`config.mk`:
```
export PLATFORM = sky130hd
export DESIGN_NAME = cd_disc_id_calc
export DESIGN_NICKNAME = d
export VERILOG_FILES = /design/src/hw/rtl/cdid_pkg.sv /design/src/hw/rtl/cd_disc_id_calc.sv /design/src/hw/rtl/cdid_front.sv /design/src/hw/rtl/cdid_fifo.sv /design/src/hw/rtl/cdid_back.sv
export SDC_FILE = /design/constraint.sdc
export NUM_CORES = 1
export LEC_CHECK = 0
export BUFFER_PORTS_ARGS = -buffer_cell sky130_fd_sc_hd__buf_4
export CAP_MARGIN = 20
export CORE_MARGIN = 2
export CORE_UTILIZATION = 58
export DETAILED_ROUTE_END_ITERATION = 8
export HOLD_SLACK_MARGIN = 0.08
export PLACE_DENSITY = 0.81
export SLEW_MARGIN = 20
export SYNTH_ARGS = -nofsm -noshare
export SYNTH_HDL_FRONTEND = slang
export SYNTH_SLANG_ARGS = --single-unit
export TNS_END_PERCENT = 1
```
`constraint.sdc`:
```
create_clock -name clk_i -period 5.05 [get_ports clk_i]
set_input_delay 1.01 -clock clk_i [delete_from_list [all_inputs] [get_ports clk_i]]
set_output_delay 1.01 -clock clk_i [all_outputs]
set_load 0.05 [all_outputs]
```
`src/hw/rtl/cdid_pkg.sv`:
```
package cdid_pkg;

  localparam int unsigned LbaW       = 19;
  localparam int unsigned FramesW    = 20;  // lba + lead-in before the 19-bit wrap
  localparam int unsigned SecsW      = 13;
  localparam int unsigned DsumW      = 6;   // digit sum of at most four digits
  localparam int unsigned ChkW       = 12;
  localparam int unsigned CountW     = 7;
  localparam int unsigned IdW        = 32;
  localparam int unsigned InDataW    = 24;
  localparam int unsigned OutDataW   = 56;

  localparam int unsigned MaxTracks  = 99;
  localparam int unsigned LeadIn     = 150;

  // floor(x / 75) = (x * SecsMul) >> SecsShift, exact for x < 2^26 / 11
  localparam int unsigned SecsMul    = 894785;
  localparam int unsigned SecsShift  = 26;
  localparam int unsigned SecsProdW  = 40;

  // floor(x / 10) for x < 16384 and for x < 1029
  localparam int unsigned Div10MulA  = 3277;
  localparam int unsigned Div10ShA   = 15;
  localparam int unsigned Div10MulB  = 205;
  localparam int unsigned Div10ShB   = 11;

  localparam int unsigned ChkMod     = 255;
  localparam int unsigned ChkPos     = 24;
  localparam int unsigned TotalPos   = 8;

  localparam int unsigned QDepth     = 4;
  localparam int unsigned QPtrW      = $clog2(QDepth);

  typedef struct packed {
    logic [LbaW-1:0]  frames;    // lba + lead-in, 19-bit wrap
    logic [SecsW-1:0] secs;
    logic [DsumW-1:0] dsum;
    logic             leadout;
  } cdid_item_t;

endpackage

```
`src/hw/rtl/cd_disc_id_calc.sv`:
```
// CD database disc-id calculator. Feed the table of contents one entry per
// item: track start LBAs with tlast low, then the lead-out LBA with tlast high.
// Each track returns lba + 150; the lead-out returns its start in seconds and
// the packed disc id (checksum mod 255 in [31:24], total seconds in [23:8],
// track count in [7:0]), after which the accumulators clear for the next disc.
// Tracks beyond 99 pass through but are not counted. Throughput is one item
// per clock while the queue is not full; a result passes through the
// four-stage seconds/digit pipeline, the queue write and the result register
// before it is valid. The four-entry queue lets input keep flowing while the
// output is stalled.
module cd_disc_id_calc (
  input  logic                             clk_i,
  input  logic                             rst_ni,
  input  logic                             s_axis_tvalid_i,
  output logic                             s_axis_tready_o,
  input  logic [cdid_pkg::InDataW-1:0]     s_axis_tdata_i,  // [18:0] lba
  input  logic                             s_axis_tlast_i,  // is_leadout
  output logic                             m_axis_tvalid_o,
  input  logic                             m_axis_tready_i,
  output logic [cdid_pkg::OutDataW-1:0]    m_axis_tdata_o,  // [18:0] frame_offset,
                                                            // [50:19] disc_id
  output logic                             m_axis_tlast_o   // is_last
);
  import cdid_pkg::*;

  logic       push, full, q_valid, pop;
  cdid_item_t push_item, q_item;
  logic [LbaW-1:0] frame_offset;
  logic [IdW-1:0]  disc_id;

  cdid_front u_front (
    .clk_i      (clk_i),
    .rst_ni     (rst_ni),
    .in_valid_i (s_axis_tvalid_i),
    .in_ready_o (s_axis_tready_o),
    .lba_i      (s_axis_tdata_i[LbaW-1:0]),
    .leadout_i  (s_axis_tlast_i),
    .push_o     (push),
    .full_i     (full),
    .item_o     (push_item)
  );

  cdid_fifo u_fifo (
    .clk_i   (clk_i),
    .rst_ni  (rst_ni),
    .push_i  (push),
    .item_i  (push_item),
    .full_o  (full),
    .pop_i   (pop),
    .valid_o (q_valid),
    .item_o  (q_item)
  );

  cdid_back u_back (
    .clk_i          (clk_i),
    .rst_ni         (rst_ni),
    .q_valid_i      (q_valid),
    .q_item_i       (q_item),
    .pop_o          (pop),
    .out_valid_o    (m_axis_tvalid_o),
    .out_ready_i    (m_axis_tready_i),
    .frame_offset_o (frame_offset),
    .disc_id_o      (disc_id),
    .is_last_o      (m_axis_tlast_o)
  );

  assign m_axis_tdata_o = {(OutDataW-IdW-LbaW)'(0), disc_id, frame_offset};

endmodule

```
`src/hw/rtl/cdid_front.sv`:
```
module cdid_front (
  input  logic                       clk_i,
  input  logic                       rst_ni,
  input  logic                       in_valid_i,
  output logic                       in_ready_o,
  input  logic [cdid_pkg::LbaW-1:0]  lba_i,
  input  logic                       leadout_i,
  output logic                       push_o,
  input  logic                       full_i,
  output cdid_pkg::cdid_item_t       item_o
);
  import cdid_pkg::*;

  // stage valids
  logic v1_q, v2_q, v3_q, v4_q;
  logic rdy1, rdy2, rdy3, rdy4;

  // stage 1: frames and seconds
  logic [LbaW-1:0]      fr1_q;
  logic [SecsW-1:0]     secs1_q;
  logic                 lo1_q;
  logic [FramesW-1:0]   frames;
  logic [SecsProdW-1:0] prod1;

  // stage 2: units digit
  logic [LbaW-1:0]  fr2_q;
  logic [SecsW-1:0] secs2_q;
  logic             lo2_q;
  logic [9:0]       q1_q;
  logic [3:0]       d0_q;
  logic [24:0]      prod2;
  logic [9:0]       q1;
  logic [SecsW-1:0] rem2;

  // stage 3: tens digit
  logic [LbaW-1:0]  fr3_q;
  logic [SecsW-1:0] secs3_q;
  logic             lo3_q;
  logic [6:0]       q2_q;
  logic [4:0]       part_q;
  logic [17:0]      prod3;
  logic [6:0]       q2;
  logic [9:0]       rem3;

  // stage 4: hundreds and thousands digits
  cdid_item_t       item_q;
  logic [14:0]      prod4;
  logic [2:0]       q3;
  logic [6:0]       rem4;

  assign rdy4 = !v4_q || !full_i;
  assign rdy3 = !v3_q || rdy4;
  assign rdy2 = !v2_q || rdy3;
  assign rdy1 = !v1_q || rdy2;
  assign in_ready_o = rdy1;
  assign push_o = v4_q && !full_i;
  assign item_o = item_q;

  assign frames = FramesW'(lba_i) + FramesW'(LeadIn);
  assign prod1  = SecsProdW'(frames) * SecsProdW'(SecsMul);

  assign prod2 = 25'(secs1_q) * 25'(Div10MulA);
  assign q1    = prod2[Div10ShA +: 10];
  assign rem2  = secs1_q - SecsW'(SecsW'(q1) * SecsW'(10));

  assign prod3 = 18'(q1_q) * 18'(Div10MulB);
  assign q2    = prod3[Div10ShB +: 7];
  assign rem3  = q1_q - 10'(10'(q2) * 10'(10));

  assign prod4 = 15'(q2_q) * 15'(Div10MulB);
  assign q3    = prod4[Div10ShB +: 3];
  assign rem4  = q2_q - 7'(7'(q3) * 7'(10));

  always_ff @(posedge clk_i or negedge rst_ni) begin
    if (!rst_ni) begin
      v1_q <= 1'b0;
      v2_q <= 1'b0;
      v3_q <= 1'b0;
      v4_q <= 1'b0;
    end else begin
      if (rdy1) v1_q <= in_valid_i;
      if (rdy2) v2_q <= v1_q;
      if (rdy3) v3_q <= v2_q;
      if (rdy4) v4_q <= v3_q;
    end
  end

  always_ff @(posedge clk_i) begin
    if (rdy1) begin
      fr1_q   <= frames[LbaW-1:0];
      secs1_q <= prod1[SecsShift +: SecsW];
      lo1_q   <= leadout_i;
    end
    if (rdy2) begin
      fr2_q   <= fr1_q;
      secs2_q <= secs1_q;
      lo2_q   <= lo1_q;
      q1_q    <= q1;
      d0_q    <= rem2[3:0];
    end
    if (rdy3) begin
      fr3_q   <= fr2_q;
      secs3_q <= secs2_q;
      lo3_q   <= lo2_q;
      q2_q    <= q2;
      part_q  <= 5'(d0_q) + 5'(rem3[3:0]);
    end
    if (rdy4) begin
      item_q.frames  <= fr3_q;
      item_q.secs    <= secs3_q;
      item_q.leadout <= lo3_q;
      item_q.dsum    <= DsumW'(part_q) + DsumW'(rem4[3:0]) + DsumW'(q3);
    end
  end

endmodule

```
`src/hw/rtl/cdid_fifo.sv`:
```
module cdid_fifo (
  input  logic                 clk_i,
  input  logic                 rst_ni,
  input  logic                 push_i,
  input  cdid_pkg::cdid_item_t item_i,
  output logic                 full_o,
  input  logic                 pop_i,
  output logic                 valid_o,
  output cdid_pkg::cdid_item_t item_o
);
  import cdid_pkg::*;

  cdid_item_t       mem_q [QDepth];
  logic [QPtrW-1:0] wptr_q, rptr_q;
  logic [QPtrW:0]   cnt_q;

  assign full_o  = (cnt_q == (QPtrW+1)'(QDepth));
  assign valid_o = (cnt_q != '0);
  assign item_o  = mem_q[rptr_q];

  always_ff @(posedge clk_i or negedge rst_ni) begin
    if (!rst_ni) begin
      wptr_q <= '0;
      rptr_q <= '0;
      cnt_q  <= '0;
    end else begin
      if (push_i) wptr_q <= wptr_q + 1'b1;
      if (pop_i) rptr_q <= rptr_q + 1'b1;
      if (push_i && !pop_i) begin
        cnt_q <= cnt_q + 1'b1;
      end else if (pop_i && !push_i) begin
        cnt_q <= cnt_q - 1'b1;
      end
    end
  end

  always_ff @(posedge clk_i) begin
    if (push_i) mem_q[wptr_q] <= item_i;
  end

endmodule

```
`src/hw/rtl/cdid_back.sv`:
```
module cdid_back (
  input  logic                          clk_i,
  input  logic                          rst_ni,
  input  logic                          q_valid_i,
  input  cdid_pkg::cdid_item_t          q_item_i,
  output logic                          pop_o,
  output logic                          out_valid_o,
  input  logic                          out_ready_i,
  output logic [cdid_pkg::LbaW-1:0]     frame_offset_o,
  output logic [cdid_pkg::IdW-1:0]      disc_id_o,
  output logic                          is_last_o
);
  import cdid_pkg::*;

  logic [ChkW-1:0]   chk_q;
  logic [SecsW-1:0]  first_q;
  logic [CountW-1:0] cnt_q;
  logic              out_v_q;
  logic [LbaW-1:0]   fo_q;
  logic [IdW-1:0]    id_q;
  logic              last_q;

  logic              counting;
  logic [SecsW-1:0]  total;
  logic [8:0]        fold;
  logic [7:0]        chk_mod;
  logic [IdW-1:0]    id;

  assign pop_o          = q_valid_i && (!out_v_q || out_ready_i);
  assign out_valid_o    = out_v_q;
  assign frame_offset_o = fo_q;
  assign disc_id_o      = id_q;
  assign is_last_o      = last_q;

  assign counting = (cnt_q < CountW'(MaxTracks));

  always_comb begin
    total = '0;
    if (cnt_q != '0 && q_item_i.secs > first_q) total = q_item_i.secs - first_q;
    // 256 = 1 mod 255, so fold the high nibble onto the low byte
    fold = 9'(chk_q[ChkW-1:8]) + 9'(chk_q[7:0]);
    if (fold >= 9'(ChkMod)) begin
      chk_mod = 8'(fold - 9'(ChkMod));
    end else begin
      chk_mod = fold[7:0];
    end
    id = (IdW'(chk_mod) << ChkPos) | (IdW'(total) << TotalPos) | IdW'(cnt_q);
  end

  always_ff @(posedge clk_i or negedge rst_ni) begin
    if (!rst_ni) begin
      chk_q   <= '0;
      first_q <= '0;
      cnt_q   <= '0;
      out_v_q <= 1'b0;
    end else begin
      if (pop_o) begin
        out_v_q <= 1'b1;
      end else if (out_ready_i) begin
        out_v_q <= 1'b0;
      end
      if (pop_o) begin
        if (q_item_i.leadout) begin
          chk_q   <= '0;
          first_q <= '0;
          cnt_q   <= '0;
        end else if (counting) begin
          if (cnt_q == '0) first_q <= q_item_i.secs;
          chk_q <= chk_q + ChkW'(q_item_i.dsum);
          cnt_q <= cnt_q + 1'b1;
        end
      end
    end
  end

  always_ff @(posedge clk_i) begin
    if (pop_o) begin
      if (q_item_i.leadout) begin
        fo_q   <= LbaW'(q_item_i.secs);
        id_q   <= id;
        last_q <= 1'b1;
      end else begin
        fo_q   <= q_item_i.frames;
        id_q   <= '0;
        last_q <= 1'b0;
      end
    end
  end

endmodule

```
# Yosys cells after proc, flatten, opt, wreduce, memory -nomap -nowiden
# Memory sizes are Yosys's and may differ from the RTL's.
# Cells that the tools add are included.
# classes
reduce_logical	27
n_mul	7
add_sub_neg	16
magnitude_cmp	3
muxes	17
bitwise_logic	2
n_eq_ne	1
# op_table
operator	count
13-bit 2-to-1 mux	5
20-bit by 20-bit multiplier with 39-bit output (second input constant)	1
32-bit by 21-bit bitwise OR with 32-bit output	1
32-bit by 7-bit bitwise OR with 32-bit output	1
13-bit by 12-bit multiplier with 25-bit output (second input constant)	1
12-bit 2-to-1 mux	2
19-bit by 8-bit adder with 20-bit output (second input constant)	1
10-bit by 8-bit multiplier with 18-bit output (second input constant)	1
7-bit by 8-bit multiplier with 14-bit output (second input constant)	1
7-bit 2-to-1 mux	2
13-bit > comparator	1
13-bit subtractor	1
12-bit by 6-bit adder with 12-bit output	1
4-bit subtractor	3
10-bit by 3-bit multiplier with 3-bit output (second input constant)	1
4-bit by 8-bit adder with 9-bit output	1
9-bit by 8-bit >= comparator with 1-bit output (second input constant)	1
1-bit logical NOT	8
8-bit 2-to-1 mux	1
2-bit nonzero test	4
8-bit subtractor (second input constant)	1
7-bit by 1-bit adder with 7-bit output (second input constant)	1
7-bit logical NOT	1
7-bit < comparator (second input constant)	1
other kinds (17)	31
# totals
elab_cells	106
out_inout_bits	59
ff_bits	260
memories	1
ram_bits	156
in_bits	29
# mem_list
memory	depth	width	read_ports	rd_ports_with_merged_regs	write_ports	line	source
u_fifo.mem_q	4	39	1	0	1	cdid_fifo.sv:13	cdid_item_t mem_q [QDepth];

# Longest topological paths before layout
# logic_depth
word_depth	7
ltp_mapped	29
mapped_depth_nobuf	28

# By module
# From an unflattened synthesis, not the netlist that was laid out.
# hier_totals
cells_unflattened	2124
area_unflattened_um2	27831.7
# by_module_without_submodules
mod	area_per_inst_um2	seq_area_each_um2	cells_per_inst	instances
cdid_front	17083.9	4994.8	1453	1
cdid_fifo	6069.6	4859.7	238	1
cdid_back	4636.9	2267.2	427	1
cd_disc_id_calc	41.3	0.0	6	1

# Least setup slack after synthesis
# No wires, ideal clock.
# synth_path
kind	input to register
from	in s_axis_tdata_i[1] (netlist name)
to	reg u_front.secs1_q[10] (data pin)
setup_ps	259
n_path_buf	0
path_slack_ps	-2732
stages	27
t_required_ps	4791
arrival_time_ps	7523
path_cell_list	inv_1 > ha_1 > nor2b_1 > o21bai_1 > nand2b_1 > nor2b_1 > nand3_1 > xnor2_1 > inv_1 > fa_1 > fa_1 > inv_1 > fa_1 > fa_1 > inv_1 > fa_1 > inv_1 > ha_1 > ha_1 > ha_1 > a21oi_1 > o21a_1 > nor2_1 > a2111oi_1 > o2111ai_1 > a41oi_1 > xnor2_1
# synth_via
elab_chain_len	2
# synth_lines
element	line	source
from (decl)	cd_disc_id_calc.sv:16	input logic [cdid_pkg::InDataW-1:0] s_axis_tdata_i,
19-bit by 8-bit adder with 20-bit output	cdid_front.sv:59	assign frames = FramesW'(lba_i) + FramesW'(LeadIn);
net u_front.frames[17]	cdid_front.sv:22	logic [FramesW-1:0] frames;
20-bit by 20-bit multiplier with 39-bit output	cdid_front.sv:60	assign prod1 = SecsProdW'(frames) * SecsProdW'(SecsMul);
net u_front.prod1[36]	cdid_front.sv:23	logic [SecsProdW-1:0] prod1;
to (signal assigned)	cdid_front.sv:91	secs1_q <= prod1[SecsShift +: SecsW];
to (decl)	cdid_front.sv:20	logic [SecsW-1:0] secs1_q;
# The timed path passes the listed nets, and every way through them passes these cells.
# A chain may end at the register's enable or synchronous reset.

# Final worst setup path
# layout_path
from	in s_axis_tdata_i[1] (netlist name)
to	reg u_front.secs1_q[11] (data pin)
# The elaborated chain is that of the path after synthesis.

==> run summary <==
Clk pin slew, worst setup/hold paths -> 0.06 ns
Synth Cell Area -> 27450 µm²
largest family of logic cells by synthesized area -> adder cells
simple logic cell fraction of the synthesized area -> 0.05551
Cell Area, Placed -> 31040 µm²
syn_area_per_cell -> 12.94 µm²
Wirelength per Cell -> 19.94 µm
first-pass detailed-route iteration total -> 7
status -> finished with violations
CP endpoint kind -> flop
diode count -> 0
Vias/cell -> 5.596
Die Span Y -> 221.6 µm
ranking of synthesized cells by area -> edfxtp_1, ha_1, fa_1
slowest stage delay, CP -> 0.55 ns
startpoint types -> primary input
TritonCTS Buffers -> 42
layout filler cell count -> 3043
vias in the first global route -> 18870
Slew @ Worst Pin -> 1.083 ns
CP required -> 5.36 ns
Nets -> 3080
synthesis-to-finish area growth -> 20.26%
initial core utilization -> 0.5884
CP max-delay cell -> fa_1
ANT nets after route -> 0
adder-cell share of the synthesized area -> 0.3100
total track usage -> 0.2636
Post-Layout Cell Count -> 3127
share of cells above drive strength 1 -> 0.2365
DRC marker count from the first detailed-route iteration -> 1363
Main synth FF type -> edfxtp_1
Max Fclk -> 151.5 MHz
Setup-failing EPs final -> 22
worst-case clock buffer depth -> 3
Worst EP arrival -> 6.91 ns
die width -> 221.6 µm
multiplexer area fraction after synthesis -> 0.03464
antenna violations before repair -> 0
IO Pins -> 88
worst skew pair latency -> 0.58 ns
first-pass GRT wire length -> 101.0 mm
violations in the final reports -> DRC, setup timing
final hold viol count -> 0
min cycle time layout -> 6.600 ns
DRC -> 11
CTS H-tree lvls -> 2
CP max FO -> 4
Final Cell Area -> 33010 µm²
grt total ovfl -> 0
post-synthesis compound-gate area fraction -> 0.05620
# hold bufs at CTS -> 0
number of cell rows -> 79
Slew headroom -> 0.2783
TritonCTS sink count -> 411
Synth Area in XOR/XNOR -> 0.03952
hold crit path type -> reg -> reg
Cells after Synth -> 2121
EDFF count, synth -> 367
Seq cells post-synth -> 411
largest net degree at the start of global routing -> 50
fin crit share -> 1.307
post-synthesis cell type count -> 76
RSZ-0062 raised after global routing -> yes
RD Place Congestion -> 0.9841
Final Skew -> 0.01717 ns
Die ar. -> 49090 µm²
top cell type's share of synthesized area -> 0.4014
Core ar. -> 46650 µm²
Yosys top cell by area -> edfxtp_1
Placed Instances -> 3037
worst hold slack -> 0.4124 ns
post-detail-place hpwl -> 45.70 mm
root buffer cell -> clkbuf_16
DRT Wirelength -> 62.36 mm
most frequent CP cell -> fa_1
Synthesis Warnings -> 0
register area share after synthesis -> 0.4415
CTS tree -> built
post-synthesis async set-or-reset flop share -> 0.1071
total number of vias -> 17500
maxcap violations -> 0
Buffers on Ports -> 73
setup ws final -> -1.550 ns
critical path class -> in -> reg
Final Slew Violations -> 0
## logic make-up after synthesis
group                      count (synthesis)
other                                      1
muxes                                     47
adders and majority gates                565
buffers and inverters                    439
AOI/OAI and AO/OA                        228
xor gates and xnor gates                 120
DFF                                      411
and+or+nand+nor                          310
## area by class of cell
cell class                 count  area, µm²  area share
multi-input combinational   1279      14440      0.4374
sequential                   411      12120      0.3672
timing repair buffer         349       2646     0.08016
inverter                     403       1523     0.04612
clock buffer                  51       1146     0.03472
tap                          607      759.5     0.02300
clock inverter                27      377.9     0.01145
## cell usage in the layout, fill, tap and decap left out, types with 6 or more instances in the layout
master	instances
and3_1	11
nand2b_1	9
nor2b_1	13
bufinv_16	8
buf_4	343
a22o_1	16
edfxtp_1	367
inv_2	13
a21o_1	32
nor3_1	17
nand2_1	92
mux4_2	38
and2_1	18
a211oi_2	8
conb_1	9
o21ai_1	12
a21oi_1	58
xnor2_1	73
a21oi_2	9
inv_1	386
nor2_1	67
clkinv_2	6
ha_1	344
xnor2_2	7
ha_4	29
o21ai_0	25
o21a_1	7
a211oi_1	7
xor2_1	33
fa_1	187
clkbuf_16	43
nand3_1	19
dfrtp_1	43
nand4_1	16
## layer usage
metal / vias up / wire length (µm) / share of wire / track usage
met5: - / 0 / 0 / 0
met3: 123 / 3035 / 0.049 / 0.04148
met2: 536 / 31800 / 0.51 / 0.4571
li1: 8012 / - / - / -
met4: 0 / 1874 / 0.030 / 0.08609
met1: 8827 / 25650 / 0.41 / 0.3413
## sequential cells by signal, indices dropped and copies added (netlist names), 5 cells and up
name,count
u_fifo.mem_q,156
u_front.fr1_q,19
u_back.frame_offset_o,19
u_front.q1_q,10
u_back.cnt_q,7
u_front.q2_q,7
u_front.secs1_q,13
u_front.fr2_q,19
u_front.secs3_q,13
u_back.first_q,13
u_front.item_o,39
u_front.secs2_q,12
u_back.chk_q,12
u_front.fr3_q,19
u_back.disc_id_o,28
u_front.part_q,5
## final timing paths
check,from,endpoint,slack (ns),cells after the start
min in group asynchronous,rst_ni,u_back.chk_q[0],0.44,1
min,u_front.secs2_q[6],u_front.secs3_q[6],0.41,0
min reg2reg,u_front.secs2_q[6],u_front.secs3_q[6],0.41,0
max in group asynchronous,rst_ni,u_fifo.rptr_q[0],4.19,1
max,s_axis_tdata_i[1],u_front.secs1_q[11],-1.55,30
max reg2reg,u_front.secs1_q[2],u_front.d0_q[3],-0.54,20
## repair_timing
| item | 4_1_cts | 5_1_grt |
|---|---|---|
| setup endpoints to repair | 25 | 30 |
| pin swaps | 35 | 22 |
| gates resized for setup | 45 | 32 |
| setup buffers | 9 | 3 |
## synthesized netlist by cell type (all sizes together), types with 38 or more instances
cell    instances
fa            192
xor2           38
o21ai          42
edfxtp        367
inv           403
nand2          97
ha            373
mux4           38
dfrtp          44
xnor2          82
nor2           71
a21oi          68
## through the flow
stage                     setup WS (ns)    util  TNS [ns]
after floorplan                  -2.000       -    -25.37
after global placement           -2.305  0.6654    -30.61
after detailed placement         -2.426  0.6654    -33.36
after CTS                        -1.659  0.7036    -22.40
after global routing             -1.826  0.7076    -28.01
final                            -1.550  0.7076    -21.60
## critical path, delay by kind of cell
kind	cells	cell delay, ns
compound gates	7	1.11
fa+ha+maj	9	3.52
buf+inv	8	0.53
simple gates	3	0.26
xor+xnor	3	0.49
Power is not shown: default switching activity piles up to over one toggle a cycle in this logic, so the estimate is an artifact.
